## config.mk

```make
export PLATFORM = sky130hd
export DESIGN_NAME = heart_rate_window_average
export DESIGN_NICKNAME = d
export VERILOG_FILES = /design/src/sv/hrwa_pkg.sv /design/src/sv/hrwa_ser_sub.sv /design/src/sv/hrwa_divider.sv /design/src/sv/heart_rate_window_average.sv
export SDC_FILE = /design/constraint.sdc
export NUM_CORES = 1
export LEC_CHECK = 0
export BUFFER_PORTS_ARGS = -buffer_cell sky130_fd_sc_hd__buf_2
export CORE_UTILIZATION = 56
export DETAILED_ROUTE_END_ITERATION = 16
export MAX_ROUTING_LAYER = met4
export PLACE_DENSITY = 0.76
export SLEW_MARGIN = 30
export SYNTH_ARGS = -nofsm -noshare
export SYNTH_HDL_FRONTEND = slang
export SYNTH_SLANG_ARGS = --single-unit
```

## constraint.sdc

```tcl
create_clock -name clk -period 3.9 [get_ports clk]
set_input_delay 0.39 -clock clk [delete_from_list [all_inputs] [get_ports clk]]
set_output_delay 0.39 -clock clk [all_outputs]
set_load 0.02 [all_outputs]
```

## src/sv/hrwa_pkg.sv

```systemverilog
package hrwa_pkg;

  localparam int WINDOW = 9;
  localparam int IDX_W  = 4;
  localparam int SUM_W  = 12;
  localparam int TIME_W = 32;
  localparam int NUM_W  = 16;
  localparam int DEN_W  = 12;
  localparam int BPM_W  = 8;
  localparam int CFG_W  = 8;

  localparam logic [NUM_W-1:0] RATE_NUMERATOR  = 16'd60000;
  localparam logic [DEN_W-1:0] MIN_INTERVAL_MS = 12'd236;
  localparam logic [DEN_W-1:0] MAX_INTERVAL_MS = 12'd2999;
  localparam logic [SUM_W-1:0] SUM_MAX         = SUM_W'(WINDOW * 255);

  localparam logic [BPM_W-1:0] MIN_AVG_RESET   = 8'd59;
  localparam logic [BPM_W-1:0] MAX_AVG_RESET   = 8'd220;
  localparam logic [BPM_W-1:0] HELD_RESET      = 8'd60;
  localparam logic [BPM_W-1:0] PREV_RESET      = 8'd70;

  typedef enum logic {
    REG_MIN_AVG = 1'b0,
    REG_MAX_AVG = 1'b1
  } cfg_reg_t;

  typedef struct packed {
    logic              done;
    logic [TIME_W-1:0] diff;
  } sub_res_t;

  typedef struct packed {
    logic             done;
    logic [NUM_W-1:0] quot;
  } div_res_t;

endpackage

```

## src/sv/hrwa_ser_sub.sv

```systemverilog
module hrwa_ser_sub (
  input  logic                        clk,
  input  logic                        rst_n,
  input  logic                        start,
  input  logic [hrwa_pkg::TIME_W-1:0] a,
  input  logic [hrwa_pkg::TIME_W-1:0] b,
  output hrwa_pkg::sub_res_t          res
);

  logic [hrwa_pkg::TIME_W-1:0] a_r, a_nxt;
  logic [hrwa_pkg::TIME_W-1:0] b_r, b_nxt;
  logic [hrwa_pkg::TIME_W-1:0] diff_r, diff_nxt;
  logic                        borrow_r, borrow_nxt;
  logic [5:0]                  cnt_r, cnt_nxt;
  logic                        done_r, done_nxt;
  logic                        d_bit;

  // one bit per cycle, lsb first
  assign d_bit = a_r[0] ^ b_r[0] ^ borrow_r;

  always_comb begin
    a_nxt      = a_r;
    b_nxt      = b_r;
    diff_nxt   = diff_r;
    borrow_nxt = borrow_r;
    cnt_nxt    = cnt_r;
    done_nxt   = 1'b0;
    if (start) begin
      a_nxt      = a;
      b_nxt      = b;
      borrow_nxt = 1'b0;
      cnt_nxt    = 6'(hrwa_pkg::TIME_W);
    end else if (cnt_r != '0) begin
      a_nxt      = {1'b0, a_r[hrwa_pkg::TIME_W-1:1]};
      b_nxt      = {1'b0, b_r[hrwa_pkg::TIME_W-1:1]};
      diff_nxt   = {d_bit, diff_r[hrwa_pkg::TIME_W-1:1]};
      borrow_nxt = (~a_r[0] & b_r[0]) | (~(a_r[0] ^ b_r[0]) & borrow_r);
      cnt_nxt    = cnt_r - 6'd1;
      done_nxt   = (cnt_r == 6'd1);
    end
  end

  always_ff @(posedge clk) begin
    if (!rst_n) begin
      cnt_r  <= '0;
      done_r <= 1'b0;
    end else begin
      cnt_r  <= cnt_nxt;
      done_r <= done_nxt;
    end
    a_r      <= a_nxt;
    b_r      <= b_nxt;
    diff_r   <= diff_nxt;
    borrow_r <= borrow_nxt;
  end

  assign res.done = done_r;
  assign res.diff = diff_r;

endmodule

```

## src/sv/hrwa_divider.sv

```systemverilog
module hrwa_divider (
  input  logic                       clk,
  input  logic                       rst_n,
  input  logic                       start,
  input  logic [hrwa_pkg::NUM_W-1:0] numer,
  input  logic [hrwa_pkg::DEN_W-1:0] denom,
  output hrwa_pkg::div_res_t         res
);

  logic [hrwa_pkg::NUM_W-1:0] quo_r, quo_nxt;
  logic [hrwa_pkg::DEN_W-1:0] rem_r, rem_nxt;
  logic [hrwa_pkg::DEN_W-1:0] den_r, den_nxt;
  logic [4:0]                 cnt_r, cnt_nxt;
  logic                       done_r, done_nxt;
  logic [hrwa_pkg::DEN_W:0]   rem_sh;
  logic [hrwa_pkg::DEN_W:0]   rem_sub;
  logic                       ge;

  // restoring division, one quotient bit per cycle
  assign rem_sh  = {rem_r, quo_r[hrwa_pkg::NUM_W-1]};
  assign ge      = rem_sh >= {1'b0, den_r};
  assign rem_sub = rem_sh - {1'b0, den_r};

  always_comb begin
    quo_nxt  = quo_r;
    rem_nxt  = rem_r;
    den_nxt  = den_r;
    cnt_nxt  = cnt_r;
    done_nxt = 1'b0;
    if (start) begin
      quo_nxt = numer;
      rem_nxt = '0;
      den_nxt = denom;
      cnt_nxt = 5'(hrwa_pkg::NUM_W);
    end else if (cnt_r != '0) begin
      quo_nxt  = {quo_r[hrwa_pkg::NUM_W-2:0], ge};
      rem_nxt  = ge ? rem_sub[hrwa_pkg::DEN_W-1:0] : rem_sh[hrwa_pkg::DEN_W-1:0];
      cnt_nxt  = cnt_r - 5'd1;
      done_nxt = (cnt_r == 5'd1);
    end
  end

  always_ff @(posedge clk) begin
    if (!rst_n) begin
      cnt_r  <= '0;
      done_r <= 1'b0;
    end else begin
      cnt_r  <= cnt_nxt;
      done_r <= done_nxt;
    end
    quo_r <= quo_nxt;
    rem_r <= rem_nxt;
    den_r <= den_nxt;
  end

  assign res.done = done_r;
  assign res.quot = quo_r;

endmodule

```

## src/sv/heart_rate_window_average.sv

```systemverilog
// channel | direction | handshake            | beat payload
// in      | input     | in_valid / in_ready   | in_beat, in_time_ms
// out     | output    | out_valid / out_ready | out_avg_bpm, out_changed, out_report_bpm
// cfg     | input     | cfg_we (no wait)      | cfg_index, cfg_wdata
//
// a sample without a beat passes through S_OUT and loads the result register once the output is free
// a beat first runs the bit-serial interval subtract (32 bits, one per cycle)
// an in-range beat adds two passes of the 16-step shift-subtract divider, for the rate and the mean
// one beat is in flight at a time; the next one is taken once the block is back in idle
// a stalled result sits in the output register while the next beat is accepted
// synchronous active-low reset clears the rate ring, the running sum and all control state
module heart_rate_window_average (
  input  logic                        clk,
  input  logic                        rst_n,
  input  logic                        in_valid,
  output logic                        in_ready,
  input  logic                        in_beat,
  input  logic [hrwa_pkg::TIME_W-1:0] in_time_ms,
  output logic                        out_valid,
  input  logic                        out_ready,
  output logic [hrwa_pkg::BPM_W-1:0]  out_avg_bpm,
  output logic                        out_changed,
  output logic [hrwa_pkg::BPM_W-1:0]  out_report_bpm,
  input  logic                        cfg_we,
  input  logic                        cfg_index,
  input  logic [hrwa_pkg::CFG_W-1:0]  cfg_wdata
);

  typedef enum logic [4:0] {
    S_IDLE     = 5'b00001,
    S_SUB      = 5'b00010,
    S_DIV_RATE = 5'b00100,
    S_DIV_MEAN = 5'b01000,
    S_OUT      = 5'b10000
  } state_t;

  state_t state_r, state_nxt;

  logic [hrwa_pkg::BPM_W-1:0]  min_avg_r, max_avg_r;
  logic [hrwa_pkg::TIME_W-1:0] last_beat_r, last_beat_nxt;
  logic [hrwa_pkg::BPM_W-1:0]  held_r, held_nxt;
  logic [hrwa_pkg::BPM_W-1:0]  prev_r, prev_nxt;
  logic [hrwa_pkg::SUM_W-1:0]  sum_r, sum_nxt;
  logic [hrwa_pkg::IDX_W-1:0]  idx_r, idx_nxt;
  logic [hrwa_pkg::BPM_W-1:0]  ring_r [hrwa_pkg::WINDOW];
  logic                        ring_we;
  logic [hrwa_pkg::BPM_W-1:0]  rate;
  logic [hrwa_pkg::BPM_W-1:0]  mean;
  logic [hrwa_pkg::SUM_W-1:0]  sum_upd;

  logic                        out_valid_r, out_valid_nxt;
  logic [hrwa_pkg::BPM_W-1:0]  out_avg_r, out_avg_nxt;
  logic                        out_chg_r, out_chg_nxt;
  logic [hrwa_pkg::BPM_W-1:0]  out_rep_r, out_rep_nxt;
  logic [hrwa_pkg::BPM_W:0]    pair_sum;

  logic                        in_acc, out_free, in_range;
  logic                        sub_start, div_start;
  logic [hrwa_pkg::NUM_W-1:0]  div_numer;
  logic [hrwa_pkg::DEN_W-1:0]  div_denom;
  hrwa_pkg::sub_res_t          sub_res;
  hrwa_pkg::div_res_t          div_res;

  hrwa_ser_sub u_sub (
    .clk   (clk),
    .rst_n (rst_n),
    .start (sub_start),
    .a     (in_time_ms),
    .b     (last_beat_r),
    .res   (sub_res)
  );

  hrwa_divider u_div (
    .clk   (clk),
    .rst_n (rst_n),
    .start (div_start),
    .numer (div_numer),
    .denom (div_denom),
    .res   (div_res)
  );

  assign in_ready = (state_r == S_IDLE);
  assign in_acc   = in_valid & in_ready;
  assign out_free = ~out_valid_r | out_ready;

  assign in_range = (sub_res.diff[hrwa_pkg::TIME_W-1:hrwa_pkg::DEN_W] == '0) &&
                    (sub_res.diff[hrwa_pkg::DEN_W-1:0] >= hrwa_pkg::MIN_INTERVAL_MS) &&
                    (sub_res.diff[hrwa_pkg::DEN_W-1:0] <= hrwa_pkg::MAX_INTERVAL_MS);

  assign rate     = div_res.quot[hrwa_pkg::BPM_W-1:0];
  assign mean     = div_res.quot[hrwa_pkg::BPM_W-1:0];
  // running sum replaces the oldest rate with the new one
  assign sum_upd  = sum_r - hrwa_pkg::SUM_W'(ring_r[idx_r]) + hrwa_pkg::SUM_W'(rate);
  assign pair_sum = {1'b0, held_r} + {1'b0, prev_r};

  always_comb begin
    state_nxt     = state_r;
    last_beat_nxt = last_beat_r;
    held_nxt      = held_r;
    prev_nxt      = prev_r;
    sum_nxt       = sum_r;
    idx_nxt       = idx_r;
    ring_we       = 1'b0;
    sub_start     = 1'b0;
    div_start     = 1'b0;
    div_numer     = hrwa_pkg::RATE_NUMERATOR;
    div_denom     = sub_res.diff[hrwa_pkg::DEN_W-1:0];
    out_valid_nxt = out_valid_r & ~out_ready;
    out_avg_nxt   = out_avg_r;
    out_chg_nxt   = out_chg_r;
    out_rep_nxt   = out_rep_r;
    unique case (state_r)
      S_IDLE: begin
        if (in_acc) begin
          if (in_beat) begin
            sub_start     = 1'b1;
            last_beat_nxt = in_time_ms;
            state_nxt     = S_SUB;
          end else begin
            state_nxt = S_OUT;
          end
        end
      end
      S_SUB: begin
        if (sub_res.done) begin
          if (in_range) begin
            div_start = 1'b1;
            state_nxt = S_DIV_RATE;
          end else begin
            state_nxt = S_OUT;
          end
        end
      end
      S_DIV_RATE: begin
        if (div_res.done) begin
          ring_we   = 1'b1;
          sum_nxt   = sum_upd;
          idx_nxt   = (idx_r == hrwa_pkg::IDX_W'(hrwa_pkg::WINDOW - 1)) ? '0 : idx_r + 1'b1;
          div_start = 1'b1;
          div_numer = hrwa_pkg::NUM_W'(sum_upd);
          div_denom = hrwa_pkg::DEN_W'(hrwa_pkg::WINDOW);
          state_nxt = S_DIV_MEAN;
        end
      end
      S_DIV_MEAN: begin
        div_denom = hrwa_pkg::DEN_W'(hrwa_pkg::WINDOW);
        if (div_res.done) begin
          if (mean >= min_avg_r && mean <= max_avg_r) begin
            held_nxt = mean;
          end
          state_nxt = S_OUT;
        end
      end
      S_OUT: begin
        if (out_free) begin
          out_valid_nxt = 1'b1;
          out_avg_nxt   = held_r;
          out_chg_nxt   = (held_r != prev_r);
          out_rep_nxt   = pair_sum[hrwa_pkg::BPM_W:1];
          prev_nxt      = held_r;
          state_nxt     = S_IDLE;
        end
      end
      default: state_nxt = S_IDLE;
    endcase
  end

  always_ff @(posedge clk) begin
    if (!rst_n) begin
      state_r     <= S_IDLE;
      min_avg_r   <= hrwa_pkg::MIN_AVG_RESET;
      max_avg_r   <= hrwa_pkg::MAX_AVG_RESET;
      last_beat_r <= '0;
      held_r      <= hrwa_pkg::HELD_RESET;
      prev_r      <= hrwa_pkg::PREV_RESET;
      sum_r       <= '0;
      idx_r       <= '0;
      out_valid_r <= 1'b0;
      for (int k = 0; k < hrwa_pkg::WINDOW; k++) begin
        ring_r[k] <= '0;
      end
    end else begin
      state_r     <= state_nxt;
      last_beat_r <= last_beat_nxt;
      held_r      <= held_nxt;
      prev_r      <= prev_nxt;
      sum_r       <= sum_nxt;
      idx_r       <= idx_nxt;
      out_valid_r <= out_valid_nxt;
      if (ring_we) begin
        ring_r[idx_r] <= rate;
      end
      if (cfg_we) begin
        unique case (cfg_index)
          hrwa_pkg::REG_MIN_AVG: min_avg_r <= cfg_wdata;
          hrwa_pkg::REG_MAX_AVG: max_avg_r <= cfg_wdata;
          default: ;
        endcase
      end
    end
    out_avg_r <= out_avg_nxt;
    out_chg_r <= out_chg_nxt;
    out_rep_r <= out_rep_nxt;
  end

  assign out_valid      = out_valid_r;
  assign out_avg_bpm    = out_avg_r;
  assign out_changed    = out_chg_r;
  assign out_report_bpm = out_rep_r;

  a_same_avg_report: assert property (@(posedge clk) disable iff (!rst_n)
    out_valid && !out_changed |-> out_report_bpm == out_avg_bpm)
    else $error("report differs from an unchanged average");

  a_sum_bound: assert property (@(posedge clk) disable iff (!rst_n)
    sum_r <= hrwa_pkg::SUM_MAX)
    else $error("running rate sum out of range");

  a_idx_bound: assert property (@(posedge clk) disable iff (!rst_n)
    idx_r < hrwa_pkg::IDX_W'(hrwa_pkg::WINDOW))
    else $error("ring index past window");

  a_result_loaded: assert property (@(posedge clk) disable iff (!rst_n)
    state_r == S_OUT && out_free |=> out_valid && in_ready)
    else $error("finished beat did not reach the output register");

endmodule
```

---- Yosys cells after proc, flatten, opt, wreduce, memory -nomap -nowiden ----
Memory sizes are Yosys's and may differ from the RTL's. A register that Yosys moved wholly into a read port is not among the register bits.
Index checks and enable logic that the tools add are counted.
Widths: inputs -> output; s select.
cells by class
  equal/unequal tests ..................... 14
  divide/modulo/power cells ............... 0
  order comparisons ....................... 5
  reductions and logical operators ........ 21
  $mul .................................... 0
  bitwise operators ....................... 17
  add/sub/neg operators ................... 7
  multiplexer cells ....................... 43
  shifts and indexed selects .............. 0
operators by type and width
  cell                  count
  $mux 32               4
  $mux 16               4
  $mux 5                9
  $pmux 5 s5            1
  $mux 12               2
  $pmux 12 s2           1
  $logic_not 20->1      1
  $mux 4                4
  $mux 1                14
  $ge 13x12->1          1
  $add 12x8->12         1
  $ge 12x8->1 const B   1
  $le 12x12->1 const B  1
  $mux 6                2
  $sub 12x12->12        1
  $sub 12x8->12         1
  $eq 5x1->1 const B    2
  $reduce_and 2->1      5
  $add 8x8->9           1
  $not 1->1             9
  $ge 8x8->1            1
  $le 8x8->1            1
  $mux 8                1
  $ne 2x1->1 const B    4
  other kinds (24)      35
storage, ports and cells
  logic and storage cells ................. 133
  bits in read-only memories .............. 0
  bits in latches ......................... 0
  RAM bits ................................ 72
  output and inout port bits .............. 19
  bits of input ports ..................... 47
  memories ................................ 1
  register bits ........................... 253
memory list
  memory  depth  bits a word  rd ports  clocked after memory_dff  wr ports  line                             source
  ring_r  9      8            1         1                         9         heart_rate_window_average.sv:45  logic [hrwa_pkg::BPM_W-1:0] ring_r [hrwa_pkg::WINDOW];

---- Longest topological paths before layout ----
  depth after elaboration ................. 7
  mapped depth ............................ 16
  mapped depth without buffers ............ 14

---- By module ----
A second synthesis with hierarchy kept.
unflattened totals
  cell total of the unflattened synthesis .. 1402
  area, all modules ....................... 17750.8 um^2
modules (own cells, without submodules)
  module                     sequential area each (um^2)  area each (um^2)  cells each  times used
  heart_rate_window_average  6155.9                       11192.0           958         1
  hrwa_ser_sub               3042.9                       4087.7            216         1
  hrwa_divider               1201.2                       2471.1            228         1

---- Worst setup path after synthesis ----
No wires, ideal clock.
  path type ............................... reg2reg
  start ................................... reg (tool-made name)
  end ..................................... reg sum_r[11] (netlist bit)
  library setup time ...................... 0.070 ns
  clock period less this slack ............ 4.153 ns
  data required time ...................... 3.830 ns
  stages on the path, launching flop included .. 14
  path slack .............................. -0.253 ns
  path buffers ............................ 2
  arrival ................................. 4.082 ns
  path through ............................ dfxtp_1 clkbuf_1 buf_2 mux4_2 mux4_2 fa_1 inv_1 ha_1 a211oi_1 o21ai_0 a31oi_1 o221ai_1 or4_1 a21oi_1
RTL lines
  what                  line                              source
  to (signal assigned)  heart_rate_window_average.sv:187  sum_r <= sum_nxt;
  to (decl)             heart_rate_window_average.sv:43   logic [hrwa_pkg::SUM_W-1:0] sum_r, sum_nxt;

==> flow_summary.yaml <==
yosys:
  synth.most_common_cell: "nand2_1"
  synth_edf_count: 269
  seq_area_frac_synth_pct: 61.0
  syn_nets: 1584
  synthCells: 1469
  ys_seq_elements: 385
  synth_flop_cell: "edfxtp_1"
  yosysTopAreaCell: "edfxtp_1"
  synth_warnings: 0
  avgSynthCellArea_um2: 11.6
  syn_area_mm2: 0.0170
  synth_cell_types: 60
  netlist_top_cells_count: "nand2_1 (318), edfxtp_1 (269), dfxtp_1 (116), a21oi_1 (100), nor2_1 (98)"
  async_reset_ff_share_pct: 0
  synth_top_area_share_pct: 47.4
  ys_top_cells_by_area: "edfxtp_1 (47%), dfxtp_1 (14%), nand2_1 (7.0%)"
finish:
  drive_above_1_share_pct: 16.0
  multiInputGateArea_mm2: 0.00626
  utilization_pct: 65.6
  ff_latch_area_mm2: 0.0104
  syn_to_final_growth_pct: 14.7
  nets: 1674
  fillers: 2164
pwr:
  switching_share_pct: 31.0
  p_sw_mw: 4.25
  intPower_mw: 9.44
  peakVddDrop_uv: 534
  p_leak_nw: 7.75
  power_frac_seq_pct: 44.4
  power_density_mw_per_mm2: 700
  comb_power_share_pct: 27.4
  pwr-share-clk_pct: 28.1
routing:
  num_vias: 11331
  totalWireLength_mm: 36.2
  viasPerCell: 5.72
  ant_nets: 0
  first_iter_violations: 1021
  first_pass_iters: 7
  drc: 0
  routedWlPerCell_um: 18.3
timing:
  period_minus_slack_ns: 3.94
  rsz0062_at_grt: "true"
  worst_pin_slew_ns: 0.908
  slew_viol_final: 0
  finalCritPeriodShare_pct: 101
  fin_setup_tns_ns: -0.0933
  setup_ws_ns: -0.0387
  setup_viol: 3
  fin_hold_ws_ns: 0.0952
  fin_skew_ns: 0.0288
  maxSlewHeadroom_pct: 39.5
  fmax_mhz: 254
  hold_violations: 0
clock_tree:
  cts_tree: "done"
  worst_skew_pair.late_latency_ns: 0.53
  clock_path_buffers: 3
  cts-root-buf: "clkbuf_16"
  htreeDepth: 2
  cts.sinks: 385
  cts_made_buffers: 39
  clk_pin_slew_worst_paths_ns: 0.06
status:
  run_status: "complete, but fails checks"
  violations: "setup timing"
global_routing:
  grt.overflow.total: 0
  grt_pass1_wl_mm: 58.1
  grt_pass1_vias: 11103
  grt_start_max_net_pins: 65
  grt_usage_pct: 24.4
  antenna_found_initial: 2
worst_hold_path:
  hold_path.class: "in2reg"
floorplanning:
  fp.coreArea_mm2: 0.0298
  start_util_pct: 57.2
  die_h_um: 176
  io-pin-count: 66
  dieArea_mm2: 0.0311
  fp-row-count: 63
  die_x_um: 176
place:
  gp_congestion: 0.934
  io_buffers: 65
  dp_hpwl_mm: 23.0
critical_path:
  required_ns: 4.34
  start_kind: "register"
  end_kind: "register"
  cp_max_fo: 8
  critPathArrivalTime_ns: 4.38
  critPathKind: "reg2reg"
job:
  maxCapViolations: 0
==> cell families after synthesis <==
family / count (synthesis) / synth area share [%]
AND/OR/NAND/NOR: 582 / 15.3
flip-flops: 385 / 61.0
AO/OA/AOI/OAI: 204 / 7.00
buffers and inverters: 143 / 3.31
adder cells (fa/ha/maj): 68 / 5.48
multiplexers: 57 / 6.29
XOR/XNOR: 30 / 1.54
==> flip-flops by register name, summed over array words and instances (netlist names), 4 cells and up, named ones only <==
signal / flops
held_r: 8
idx_r: 4
last_beat_r: 32
max_avg_r: 8
min_avg_r: 8
out_avg_bpm: 8
out_report_bpm: 8
prev_r: 8
ring_r: 128
state_r: 5
sum_r: 12
u_div.cnt_r: 5
u_div.den_r: 12
u_div.quo_r: 16
u_div.rem_r: 12
u_sub.a_r: 32
u_sub.b_r: 32
u_sub.cnt_r: 6
u_sub.diff_r: 32
==> area by class of cell <==
class | instances | area share, %
sequential | 385 | 53.2
multi-input combinational | 941 | 32.0
clock buffer | 52 | 5.71
timing repair buffer | 113 | 3.88
tap | 390 | 2.50
inverter | 79 | 1.52
clock inverter | 19 | 1.11
antenna | 2 | 0.0256
==> stage by stage <==
stage | std cells | setup slack [ns] | total power, mW | area (um2)
floorplan | 1469 | 0.0136 | 8.49 | 17100
detailed placement | 1903 | -0.147 | 9.59 | 18000
global placement | 1903 | -0.0620 | 9.44 | 18000
finish | 1981 | -0.0387 | 13.7 | 19600
global route | 1981 | -0.131 | 14.4 | 19600
CTS | 1978 | 0.0146 | 13.5 | 19500
==> power groups by stage <==
stage | Combinational, mW | Clock, mW | Sequential, mW
3_5_place_dp | 3.44 | 0 | 6.15
4_1_cts | 3.59 | 3.88 | 6.08
6_report | 3.76 | 3.85 | 6.08
3_3_place_gp | 3.32 | 0 | 6.12
5_1_grt | 4.18 | 4.02 | 6.17
2_1_floorplan | 2.35 | 0 | 6.14
==> per-layer routing <==
layer | up-vias | part of all wire (%) | global-route usage [%]
met5 | - | 0 | -
met4 | 0 | 2.7 | 7.69
met3 | 79 | 6.2 | 3.32
met2 | 428 | 48 | 38.5
met1 | 5457 | 43 | 33.0
li1 | 5367 | - | -
==> worst max-delay path, cell delays in order, from the launching register on <==
cell      delay (ns)
dfxtp_4         0.39
buf_12          0.15
buf_12          0.11
mux4_2          0.48
mux4_2          0.50
fa_1            0.50
inv_1           0.04
ha_1            0.29
o211ai_1        0.15
o21ai_2         0.27
a31oi_4         0.15
nand4_1         0.13
nand2_2         0.07
or4_1           0.47
a21oi_1         0.13
==> worst paths after layout <==
| path | slack (ns) | cells after the start | endpoint | start |
|---|---|---|---|---|
| max | -0.04 | 14 | sum_r[11] | register |
| min | 0.1 | 3 | min_avg_r[0] | cfg_wdata[0] |
| min reg2reg | 0.45 | 2 | last_beat_r[0] | last_beat_r[0] |
| max reg2reg | -0.04 | 14 | sum_r[11] | register |
==> cell usage in the layout (no fill, tap or decap), drive strengths merged, types with 4 or more instances in the layout <==
cell and instances:
nor4 10, and3 45, ha 57, xnor2 22
mux4 40, nand3 15, o21a 8, a21o 15
dfxtp 116, o21ai 41, buf 113, or3 7
nand2 318, mux2i 16, nor2 99, nand2b 11
xor2 8, clkbuf 52, and2 11, edfxtp 269
nor3 21, a21oi 101, clkinv 11, nor2b 23
bufinv 4, o211ai 12, fa 11, inv 80
nand4 7, a211oi 8
==> timing repair <==
| item | 4_1_cts | 5_1_grt |
|---|---|---|
| hold buffers | 0 | 0 |
| pin swaps | 4 | 10 |
| setup endpoints to repair | 7 | 7 |
| setup buffers | 3 | 2 |
| resized for setup | 18 | 12 |
| cloned | 1 | 0 |
Power figures use the tool's default switching activity.
